$ cat config.mk
export PLATFORM = sky130hd
export DESIGN_NAME = gps_fix_to_local_enu
export DESIGN_NICKNAME = d
export VERILOG_FILES = /design/src/rtl/core/gfe_pkg.sv /design/src/rtl/core/gfe_mul.sv /design/src/rtl/core/gfe_cordic.sv /design/src/rtl/core/gps_fix_to_local_enu.sv
export SDC_FILE = /design/constraint.sdc
export NUM_CORES = 2
export LEC_CHECK = 0
export BUFFER_PORTS_ARGS = -buffer_cell sky130_fd_sc_hd__buf_2
export CAP_MARGIN = 10
export CORE_ASPECT_RATIO = 0.6
export CORE_UTILIZATION = 43
export DETAILED_ROUTE_END_ITERATION = 10
export RECOVER_POWER = 100
export SETUP_SLACK_MARGIN = 0.4
export SLEW_MARGIN = 25
export SYNTH_ARGS = -nofsm -noshare
export SYNTH_HDL_FRONTEND = slang
export SYNTH_HIERARCHICAL = 1
export SYNTH_SLANG_ARGS = --single-unit
$ cat constraint.sdc
create_clock -name aclk -period 26.5 [get_ports aclk]
set_input_delay 1.325 -clock aclk [delete_from_list [all_inputs] [get_ports aclk]]
set_output_delay 1.325 -clock aclk [all_outputs]
set_load 0.02 [all_outputs]
$ cat src/rtl/core/gfe_pkg.sv
// Shared types, fixed-point constants and the arctangent table of the GPS fix projector.
package gfe_pkg;

    // Configuration register indexes
    localparam int CFG_IDX_W = 2;
    localparam logic [CFG_IDX_W-1:0] REG_DATUM_LAT = 2'd0;
    localparam logic [CFG_IDX_W-1:0] REG_DATUM_LON = 2'd1;

    // Field widths
    localparam int LAT_W   = 31;
    localparam int LON_W   = 32;
    localparam int EAST_W  = 37;
    localparam int NORTH_W = 36;
    localparam int COS_W   = 31;

    // Millimetres per 1e-7 degree, Q32
    localparam logic [35:0] MM_PER_E7_Q32 = 36'd47757857342;

    // Output saturation magnitudes
    localparam logic [35:0] EAST_LIMIT  = 36'd40030174000;
    localparam logic [34:0] NORTH_LIMIT = 35'd20015087000;

    // CORDIC constants: inverse gain in Q30, unity in Q30, quarter turn in 1e-7 deg
    localparam logic signed [32:0] CORDIC_INV_GAIN = 33'sh026DD3B6A;
    localparam logic [30:0] ONE_Q30 = 31'h4000_0000;
    localparam logic [30:0] QUARTER_TURN_E7 = 31'd900000000;

    // Arctangent of 2^-i in 1e-7 degree units
    localparam logic [28:0] ATAN_E7 [32] = '{
        29'd450000000, 29'd265650512, 29'd140362435, 29'd71250163, 29'd35763344,
        29'd17899106, 29'd8951737, 29'd4476142, 29'd2238105, 29'd1119057,
        29'd559529, 29'd279765, 29'd139882, 29'd69941, 29'd34971, 29'd17485,
        29'd8743, 29'd4371, 29'd2186, 29'd1093, 29'd546, 29'd273, 29'd137,
        29'd68, 29'd34, 29'd17, 29'd9, 29'd4, 29'd2, 29'd1, 29'd1, 29'd0
    };

    // Serial multiplier geometry: multiplier operand bits, multiplicand bits
    localparam int MUL_A_W   = 40;
    localparam int MUL_M_W   = 36;
    localparam int MUL_P_W   = MUL_A_W + MUL_M_W;
    localparam int MUL_CNT_W = $clog2(MUL_A_W);

    typedef struct packed {
        logic               start;
        logic [MUL_A_W-1:0] opa;
        logic [MUL_M_W-1:0] opm;
    } mul_req_t;

    typedef struct packed {
        logic                    start;
        logic signed [LAT_W-1:0] angle;
    } cordic_req_t;

endpackage

$ cat src/rtl/core/gfe_mul.sv
// Bit-serial shift-add multiplier: one multiplier bit per cycle.
module gfe_mul
    import gfe_pkg::*;
(
    input  logic               aclk,
    input  logic               aresetn,
    input  mul_req_t           req,
    output logic               done,
    output logic [MUL_P_W-1:0] product
);

    logic                 busy_reg, busy_next;
    logic                 done_reg, done_next;
    logic [MUL_CNT_W-1:0] cnt_reg, cnt_next;
    logic [MUL_M_W-1:0]   acc_reg, acc_next;
    logic [MUL_A_W-1:0]   lo_reg, lo_next;
    logic [MUL_M_W-1:0]   m_reg, m_next;
    logic [MUL_M_W:0]     sum;

    // Partial sum of the high half and the selected multiplicand
    assign sum = {1'b0, acc_reg} + (lo_reg[0] ? {1'b0, m_reg} : '0);

    always_comb begin
        busy_next = busy_reg;
        done_next = 1'b0;
        cnt_next  = cnt_reg;
        acc_next  = acc_reg;
        lo_next   = lo_reg;
        m_next    = m_reg;
        if (req.start) begin
            busy_next = 1'b1;
            cnt_next  = '0;
            acc_next  = '0;
            lo_next   = req.opa;
            m_next    = req.opm;
        end else if (busy_reg) begin
            // add then shift the whole product right by one
            acc_next = sum[MUL_M_W:1];
            lo_next  = {sum[0], lo_reg[MUL_A_W-1:1]};
            cnt_next = cnt_reg + 1'b1;
            if (cnt_reg == MUL_CNT_W'(MUL_A_W - 1)) begin
                busy_next = 1'b0;
                done_next = 1'b1;
            end
        end
    end

    always_ff @(posedge aclk) begin
        if (!aresetn) begin
            busy_reg <= 1'b0;
            done_reg <= 1'b0;
        end else begin
            busy_reg <= busy_next;
            done_reg <= done_next;
        end
        cnt_reg <= cnt_next;
        acc_reg <= acc_next;
        lo_reg  <= lo_next;
        m_reg   <= m_next;
    end

    assign done    = done_reg;
    assign product = {acc_reg, lo_reg};

endmodule

$ cat src/rtl/core/gfe_cordic.sv
// Rotation-mode CORDIC giving the Q1.30 cosine of a latitude, one iteration per cycle.
module gfe_cordic
    import gfe_pkg::*;
#(
    parameter int STEPS = 24
) (
    input  logic             aclk,
    input  logic             aresetn,
    input  cordic_req_t      req,
    output logic             done,
    output logic [COS_W-1:0] cosine
);

    localparam int CW = $clog2(STEPS);

    logic                 busy_reg, busy_next;
    logic                 done_reg, done_next;
    logic [CW-1:0]        i_reg, i_next;
    logic signed [32:0]   x_reg, x_next;
    logic signed [32:0]   y_reg, y_next;
    logic signed [31:0]   z_reg, z_next;
    logic [LAT_W-1:0]     mag;
    logic signed [32:0]   dx, dy;
    logic signed [31:0]   at;

    // |angle|; clamped to a quarter turn when it is loaded into z
    assign mag = req.angle[LAT_W-1] ? (~req.angle + 1'b1) : req.angle;

    // Arithmetic shifts round toward minus infinity
    assign dx = y_reg >>> i_reg;
    assign dy = x_reg >>> i_reg;
    assign at = $signed({3'b000, ATAN_E7[5'(i_reg)]});

    always_comb begin
        busy_next = busy_reg;
        done_next = 1'b0;
        i_next    = i_reg;
        x_next    = x_reg;
        y_next    = y_reg;
        z_next    = z_reg;
        if (req.start) begin
            busy_next = 1'b1;
            i_next    = '0;
            x_next    = CORDIC_INV_GAIN;
            y_next    = '0;
            z_next    = (mag > QUARTER_TURN_E7) ? {1'b0, QUARTER_TURN_E7} : {1'b0, mag};
        end else if (busy_reg) begin
            if (!z_reg[31]) begin
                x_next = x_reg - dx;
                y_next = y_reg + dy;
                z_next = z_reg - at;
            end else begin
                x_next = x_reg + dx;
                y_next = y_reg - dy;
                z_next = z_reg + at;
            end
            if (i_reg == CW'(STEPS - 1)) begin
                busy_next = 1'b0;
                done_next = 1'b1;
            end else begin
                i_next = i_reg + 1'b1;
            end
        end
    end

    always_ff @(posedge aclk) begin
        if (!aresetn) begin
            busy_reg <= 1'b0;
            done_reg <= 1'b0;
        end else begin
            busy_reg <= busy_next;
            done_reg <= done_next;
        end
        i_reg <= i_next;
        x_reg <= x_next;
        y_reg <= y_next;
        z_reg <= z_next;
    end

    // Clamp to [0, 1.0]
    always_comb begin
        if (x_reg[32]) begin
            cosine = '0;
        end else if (x_reg[31:0] > {1'b0, ONE_Q30}) begin
            cosine = ONE_Q30;
        end else begin
            cosine = x_reg[30:0];
        end
    end

    assign done = done_reg;

endmodule

$ cat src/rtl/core/gps_fix_to_local_enu.sv
// Top level: GPS fix to local east/north offsets in millimetres.
//
// A fix is taken when s_ready is high, which it is whenever no other fix is in work. A fix
// with a negative status is dropped in the cycle it is taken and leaves the block free. A
// valid fix goes from acceptance to a loaded result in these steps: the differences are
// formed and registered, three products are formed in turn on the bit-serial multiplier
// (north, dlon times cosine, east), each by a start pulse, an operand load and the
// 40 multiplier bits, and the output register is loaded. The next fix can be taken in the
// cycle after the load. When a nonzero datum is set, or for the first fix that becomes the
// origin, the CORDIC cosine is computed before the products. If the previous result has
// not yet been taken, the new one waits until it has. The result waits in an output
// register, so the next fix is accepted and worked on while it is still to be taken.
// Datum writes go to a separate write channel, always ready, and must happen while idle.
module gps_fix_to_local_enu
    import gfe_pkg::*;
#(
    parameter int CORDIC_STEPS = 24
) (
    input  logic                      aclk,
    input  logic                      aresetn,
    // configuration write channel
    input  logic                      cfg_valid,
    output logic                      cfg_ready,
    input  logic [CFG_IDX_W-1:0]      cfg_index,
    input  logic [31:0]               cfg_data,
    // fix input
    input  logic                      s_valid,
    output logic                      s_ready,
    input  logic signed [2:0]         s_fix_status,
    input  logic signed [LAT_W-1:0]   s_latitude_e7,
    input  logic signed [LON_W-1:0]   s_longitude_e7,
    // offset output
    output logic                      m_valid,
    input  logic                      m_ready,
    output logic signed [EAST_W-1:0]  m_east_mm,
    output logic signed [NORTH_W-1:0] m_north_mm
);

    typedef enum logic [2:0] {
        ST_IDLE, ST_PREP, ST_COS, ST_NORTH, ST_PROD, ST_EAST, ST_DONE
    } state_t;

    state_t                   state_reg;
    logic signed [LAT_W-1:0]  base_lat_reg;
    logic signed [LON_W-1:0]  base_lon_reg;
    logic                     origin_valid_reg;
    logic signed [LAT_W-1:0]  origin_lat_reg;
    logic signed [LON_W-1:0]  origin_lon_reg;
    logic [COS_W-1:0]         origin_cos_reg;
    logic signed [LAT_W-1:0]  lat_reg, olat_reg;
    logic signed [LON_W-1:0]  lon_reg, olon_reg;
    logic                     need_cos_reg, latch_cos_reg;
    logic [COS_W-1:0]         cos_reg;
    logic [31:0]              dlat_mag_reg, dlon_mag_reg;
    logic                     dlat_neg_reg, dlon_neg_reg;
    logic [36:0]              north_raw_reg, east_raw_reg;
    logic [MUL_A_W-1:0]       p_reg;
    logic                     mul_start_reg, cordic_start_reg;
    logic                     m_valid_reg;
    logic signed [EAST_W-1:0] m_east_reg;
    logic signed [NORTH_W-1:0] m_north_reg;

    logic                     datum_set;
    logic signed [31:0]       dlat;
    logic signed [32:0]       dlon;
    logic [31:0]              dlat_mag;
    logic [31:0]              dlon_mag;
    logic [34:0]              north_sat;
    logic [35:0]              east_sat;
    logic signed [NORTH_W-1:0] north_val;
    logic signed [EAST_W-1:0] east_val;
    mul_req_t                 mul_req;
    logic                     mul_done;
    logic [MUL_P_W-1:0]       mul_prod;
    cordic_req_t              cordic_req;
    logic                     cordic_done;
    logic [COS_W-1:0]         cordic_cos;

    assign datum_set = (base_lat_reg != '0) || (base_lon_reg != '0);

    // Differences from the origin and their magnitudes
    assign dlat     = 32'(lat_reg) - 32'(olat_reg);
    assign dlon     = 33'(lon_reg) - 33'(olon_reg);
    assign dlat_mag = dlat[31] ? 32'(-dlat) : 32'(dlat);
    assign dlon_mag = dlon[32] ? 32'(-dlon) : dlon[31:0];

    // Saturate magnitudes, then reapply the signs
    assign north_sat = (north_raw_reg > 37'(NORTH_LIMIT)) ? NORTH_LIMIT : north_raw_reg[34:0];
    assign east_sat  = (east_raw_reg > 37'(EAST_LIMIT)) ? EAST_LIMIT : east_raw_reg[35:0];
    assign north_val = dlat_neg_reg ? -$signed({1'b0, north_sat}) : $signed({1'b0, north_sat});
    assign east_val  = dlon_neg_reg ? -$signed({1'b0, east_sat}) : $signed({1'b0, east_sat});

    // Multiplier operands follow the product being formed
    always_comb begin
        mul_req.start = mul_start_reg;
        unique case (state_reg)
            ST_PROD: begin
                mul_req.opa = MUL_A_W'(dlon_mag_reg);
                mul_req.opm = MUL_M_W'(cos_reg);
            end
            ST_EAST: begin
                mul_req.opa = p_reg;
                mul_req.opm = MM_PER_E7_Q32;
            end
            default: begin
                mul_req.opa = MUL_A_W'(dlat_mag_reg);
                mul_req.opm = MM_PER_E7_Q32;
            end
        endcase
    end

    assign cordic_req.start = cordic_start_reg;
    assign cordic_req.angle = olat_reg;

    gfe_mul u_mul (
        .aclk    (aclk),
        .aresetn (aresetn),
        .req     (mul_req),
        .done    (mul_done),
        .product (mul_prod)
    );

    gfe_cordic #(
        .STEPS (CORDIC_STEPS)
    ) u_cordic (
        .aclk    (aclk),
        .aresetn (aresetn),
        .req     (cordic_req),
        .done    (cordic_done),
        .cosine  (cordic_cos)
    );

    // Sequencer, configuration registers and output register
    always_ff @(posedge aclk) begin
        if (!aresetn) begin
            state_reg        <= ST_IDLE;
            base_lat_reg     <= '0;
            base_lon_reg     <= '0;
            origin_valid_reg <= 1'b0;
            mul_start_reg    <= 1'b0;
            cordic_start_reg <= 1'b0;
            m_valid_reg      <= 1'b0;
        end else begin
            // one-cycle start pulses for the CORDIC and the multiplier
            cordic_start_reg <= (state_reg == ST_PREP) && need_cos_reg;
            mul_start_reg    <= ((state_reg == ST_PREP) && !need_cos_reg) ||
                                ((state_reg == ST_COS) && cordic_done) ||
                                (((state_reg == ST_NORTH) || (state_reg == ST_PROD)) &&
                                 mul_done);

            if (cfg_valid) begin
                unique case (cfg_index)
                    REG_DATUM_LAT: base_lat_reg <= cfg_data[LAT_W-1:0];
                    REG_DATUM_LON: base_lon_reg <= cfg_data;
                    default: ;
                endcase
            end

            // taken result empties the output register unless a new one is loaded
            if (m_valid_reg && m_ready && (state_reg != ST_DONE)) begin
                m_valid_reg <= 1'b0;
            end

            unique case (state_reg)
                ST_IDLE: begin
                    if (s_valid && !s_fix_status[2]) begin
                        lat_reg <= s_latitude_e7;
                        lon_reg <= s_longitude_e7;
                        if (datum_set) begin
                            olat_reg      <= base_lat_reg;
                            olon_reg      <= base_lon_reg;
                            need_cos_reg  <= 1'b1;
                            latch_cos_reg <= 1'b0;
                        end else if (!origin_valid_reg) begin
                            // first valid fix becomes the origin
                            olat_reg         <= s_latitude_e7;
                            olon_reg         <= s_longitude_e7;
                            origin_lat_reg   <= s_latitude_e7;
                            origin_lon_reg   <= s_longitude_e7;
                            origin_valid_reg <= 1'b1;
                            need_cos_reg     <= 1'b1;
                            latch_cos_reg    <= 1'b1;
                        end else begin
                            olat_reg      <= origin_lat_reg;
                            olon_reg      <= origin_lon_reg;
                            cos_reg       <= origin_cos_reg;
                            need_cos_reg  <= 1'b0;
                            latch_cos_reg <= 1'b0;
                        end
                        state_reg <= ST_PREP;
                    end
                end
                ST_PREP: begin
                    dlat_mag_reg <= dlat_mag;
                    dlat_neg_reg <= dlat[31];
                    dlon_mag_reg <= dlon_mag;
                    dlon_neg_reg <= dlon[32];
                    if (need_cos_reg) begin
                        state_reg <= ST_COS;
                    end else begin
                        state_reg <= ST_NORTH;
                    end
                end
                ST_COS: begin
                    if (cordic_done) begin
                        cos_reg <= cordic_cos;
                        if (latch_cos_reg) begin
                            origin_cos_reg <= cordic_cos;
                        end
                        state_reg <= ST_NORTH;
                    end
                end
                ST_NORTH: begin
                    // round(|dlat| * K / 2^32)
                    if (mul_done) begin
                        north_raw_reg <= {1'b0, mul_prod[67:32]} + 37'(mul_prod[31]);
                        state_reg     <= ST_PROD;
                    end
                end
                ST_PROD: begin
                    // |dlon| * cos in Q8 units of 1e-7 degree
                    if (mul_done) begin
                        p_reg     <= mul_prod[61:22];
                        state_reg <= ST_EAST;
                    end
                end
                ST_EAST: begin
                    // round(p * K / 2^40)
                    if (mul_done) begin
                        east_raw_reg <= {1'b0, mul_prod[75:40]} + 37'(mul_prod[39]);
                        state_reg    <= ST_DONE;
                    end
                end
                ST_DONE: begin
                    if (!m_valid_reg || m_ready) begin
                        m_valid_reg <= 1'b1;
                        m_east_reg  <= east_val;
                        m_north_reg <= north_val;
                        state_reg   <= ST_IDLE;
                    end
                end
                default: state_reg <= ST_IDLE;
            endcase
        end
    end

    assign cfg_ready  = 1'b1;
    assign s_ready    = (state_reg == ST_IDLE);
    assign m_valid    = m_valid_reg;
    assign m_east_mm  = m_east_reg;
    assign m_north_mm = m_north_reg;

endmodule

==> impl_results.md <==
- Setup Fix Bufs, Post-CTS: 0
- DRC: 0
- Total CTS buffers: 81
- # rows: 99
- Vias in the first global route: 38.4k
- Psw: 3360 uW
- Via count: 42.8k
- Status: complete, but fails checks
- CTS Sinks: 801
- Filler cells: 11.5k
- Tmin final: 11.31 ns
- Ports: 181
- VDD IR max: 0.121 mV
- Die H: 274 um
- Unrepaired setup endpoints after global routing: no
- Initial antenna violation count: 9
- NumNets Final: 5748
- Top_reg_cell synth: edfxtp_1
- Internal: 4120 uW
- Register area share after synthesis: 41.9%
- Die W: 455 um
- DP Wirelength: 117000 um
- Critical path arrival: 11.80 ns
- Worst clock skew: 0.0283 ns
- Routed len/inst: 22.5 um
- Final Util: 47.3%
- Crit Path Max Fanout: 78
- H-tree depth: 3
- Critical Path RT: 26.99 ns
- Final hold violation count: 0
- Post-synthesis cell area: 52900 um2
- Synth warn: 6
- Worst Setup Start Kind: register
- Switch share: 44.9%
- Final setup fails: 0
- Largest net degree at the start of global routing: 82
- Ys async rst share: 0%
- Sequential power share: 25.8%
- Clk slew on worst S/H paths: 0.06 ns
- CORE AREA: 122000 um2
- Max_slew headroom: -194%
- GRT Total Usage: 25.0%
- Post-Syn Instances: 5374
- Maximum capacitance violations: 26
- Critical path endpoint category: register
- Global-route wire length before repair: 241000 um
- Synthesized flop and latch total: 801
- WS Path Type: reg2reg
- CTS tree: built
- Count of pins over their slew limit: 1311
- DRT antenna net count: 0
- Drt pass-1 iters: 6
- Post-cts sizing count: 0
- Peak Freq: 88.4 MHz
- CTS Root Cell: clkbuf_16
- CTS max path bufs: 3
- Via-to-Cell Ratio: 6.03
- Post-synth EDFFs: 614
- Post-CTS Hold Buffers: 0
- Yosys cell types: 110
- Pwr dens: 130 nW/um2
- Clk_lat worst skew: 0.70 ns
- Clk pwr share: 15.8%
- Syn Area/Cell: 9.85 um2
- Initial Utilization: 43.5%
- Port bufs: 177
- Gpl congestion: 0.959
- Die area: 125000 um2
- Share of cells above drive strength 1: 8.70%
- Period utilization: 42.7%
- Leak: 0.0215 uW
- DR iter-0 viols: 4693
- Remaining global-route overflow: 0
- Failing checks: capacitance limit, slew limit
- Final setup TNS: 0 ns
- Combinational power share: 58.4%
- Area Overhead vs Synth: 8.76%
- Drt total wl: 160000 um
- Worst min path class: reg2reg
- Worst Tran Pin Value: 4.41 ns
## metrics by stage
stage	setup slack, ns	cells	total power, uW	hold WS, ns	area [um2]
after floorplan	10.16	5375	5140	0.422	52900
after global placement	18.11	6946	6130	0.429	55200
after detailed placement	18.07	6946	6180	0.433	55200
after CTS	17.99	7096	7400	0.445	57900
after global routing	14.66	7101	7970	0.454	57600
final	15.19	7101	7470	0.447	57600
## cell usage after synthesis (25+ instances only)
cell type  instances  area (um2)
nor2b_1           37         231
inv_1            162         608
dfxtp_1          187        3740
mux2_2           161        1810
and2_1           119         744
o21ai_0          265        1330
mux2i_1          150        1500
o21a_1            46         345
nand3_1          104         521
o211ai_1          33         248
ha_1             221        2770
edfxtp_1         614       18400
a311oi_1          25         219
and3_1            66         413
a21oi_1          379        1900
or2_2             27         169
a211oi_1          46         345
nor2_1           415        1560
o311ai_0          28         245
o31ai_1           32         240
nand2_1          534        2000
nand2b_1          48         300
nand4_1           60         375
mux4_2            68        1530
a21o_1           162        1220
nor4_1            48         300
xnor2_1          227        1990
buf_1             44         165
nor3_1            85         425
or3_1             72         450
clkbuf_1         195         732
a31oi_1           51         319
xor2_1           175        1530
buf_2             34         170
o22ai_1           34         213
## critical path, cell delays in order, from the launching register on
cell      delay, ns
dfxtp_1        2.30
clkinv_1       0.26
clkbuf_1       0.93
nor2_1         1.08
a221oi_1       0.27
and2_0         0.27
nand2_1        0.11
nor3_1         0.09
and3_1         0.23
nor2b_1        0.14
and2_0         0.26
nor2_2         0.11
clkbuf_1       0.92
xor2_1         0.18
ha_1           0.40
and3_1         0.21
and3_1         0.19
a211oi_1       0.60
a211oi_1       0.25
o21a_1         0.26
o41a_1         0.37
a211o_1        0.31
a21o_1         0.21
a221oi_1       0.60
o21ai_0        0.21
a221oi_1       0.32
## power by group through the flow
stage          Sequential (uW)  Clock, uW  Combinational, uW
5_1_grt                   1950       1250               4770
4_1_cts                   1910       1210               4280
6_report                  1930       1180               4370
2_1_floorplan             1780          0               3360
3_5_place_dp              1930          0               4240
3_3_place_gp              1930          0               4200
## final timing paths
kind | endpoint | slack [ns] | depth (start not counted) | from
hold reg to reg | p_reg[6]$_DFFE_PP_ | 0.45 | 0 | u_mul/lo_reg[28]$_DFFE_PP_
hold / removal | p_reg[6]$_DFFE_PP_ | 0.45 | 0 | u_mul/lo_reg[28]$_DFFE_PP_
setup reg to reg | u_cordic/z_reg[28]$_DFFE_PP_ | 15.19 | 25 | u_cordic/i_reg[2]$_SDFFE_PP0P_
setup / recovery | u_cordic/z_reg[28]$_DFFE_PP_ | 15.19 | 25 | u_cordic/i_reg[2]$_SDFFE_PP0P_
## kinds of logic (layout without fill, tap and decap cells)
logic type | Yosys count | after routing | synth area share (%)
fa+ha+maj | 227 | 227 | 5.45
xor+xnor | 402 | 402 | 6.65
simple gates | 1730 | 1730 | 16.0
other cells | 2 | 5 | 0.0142
mux | 389 | 389 | 9.40
compound gates | 1367 | 1367 | 17.1
buf+inv | 456 | 564 | 3.49
flops | 801 | 801 | 41.9
## per-layer routing
layer  global-route usage, %  routed length (um)  vias to the layer above
met5                   0.534                 103                        -
met4                    4.13                2110                        4
met3                    6.23               15500                      166
met2                    32.3               61000                     1738
li1                        -                   -                    20100
met1                    41.0               81000                    20800
## cells in the final DEF (no fill, tap or decap), types with 104 or more instances in the layout
cell type  Yosys  routed
xnor2_1      227     227
mux2_2       161     108
edfxtp_1     614     614
xor2_1       175     175
nand3_1      104     104
o21ai_0      265     266
a21o_1       162     162
dfxtp_1      187     181
inv_1        162     162
nand2_1      534     534
mux2i_1      150     150
clkbuf_1     195     178
nor2_1       415     413
ha_1         221     221
a21oi_1      379     379
## final cells by class
class                           instances  area [um2]  share of cell area [%]
Clock inverter                         51         548                   0.952
Inverter                              166         623                    1.08
Antenna cell                            2        5.00                 0.00869
Tap cell                             1616        2020                    3.51
Timing Repair Buffer                  248        1130                    1.97
Clock buffer                           99        2140                    3.71
Sequential cell                       801       22200                    38.6
Multi-Input combinational cell       4118       28900                    50.2
Power figures use the tool's default switching activity.
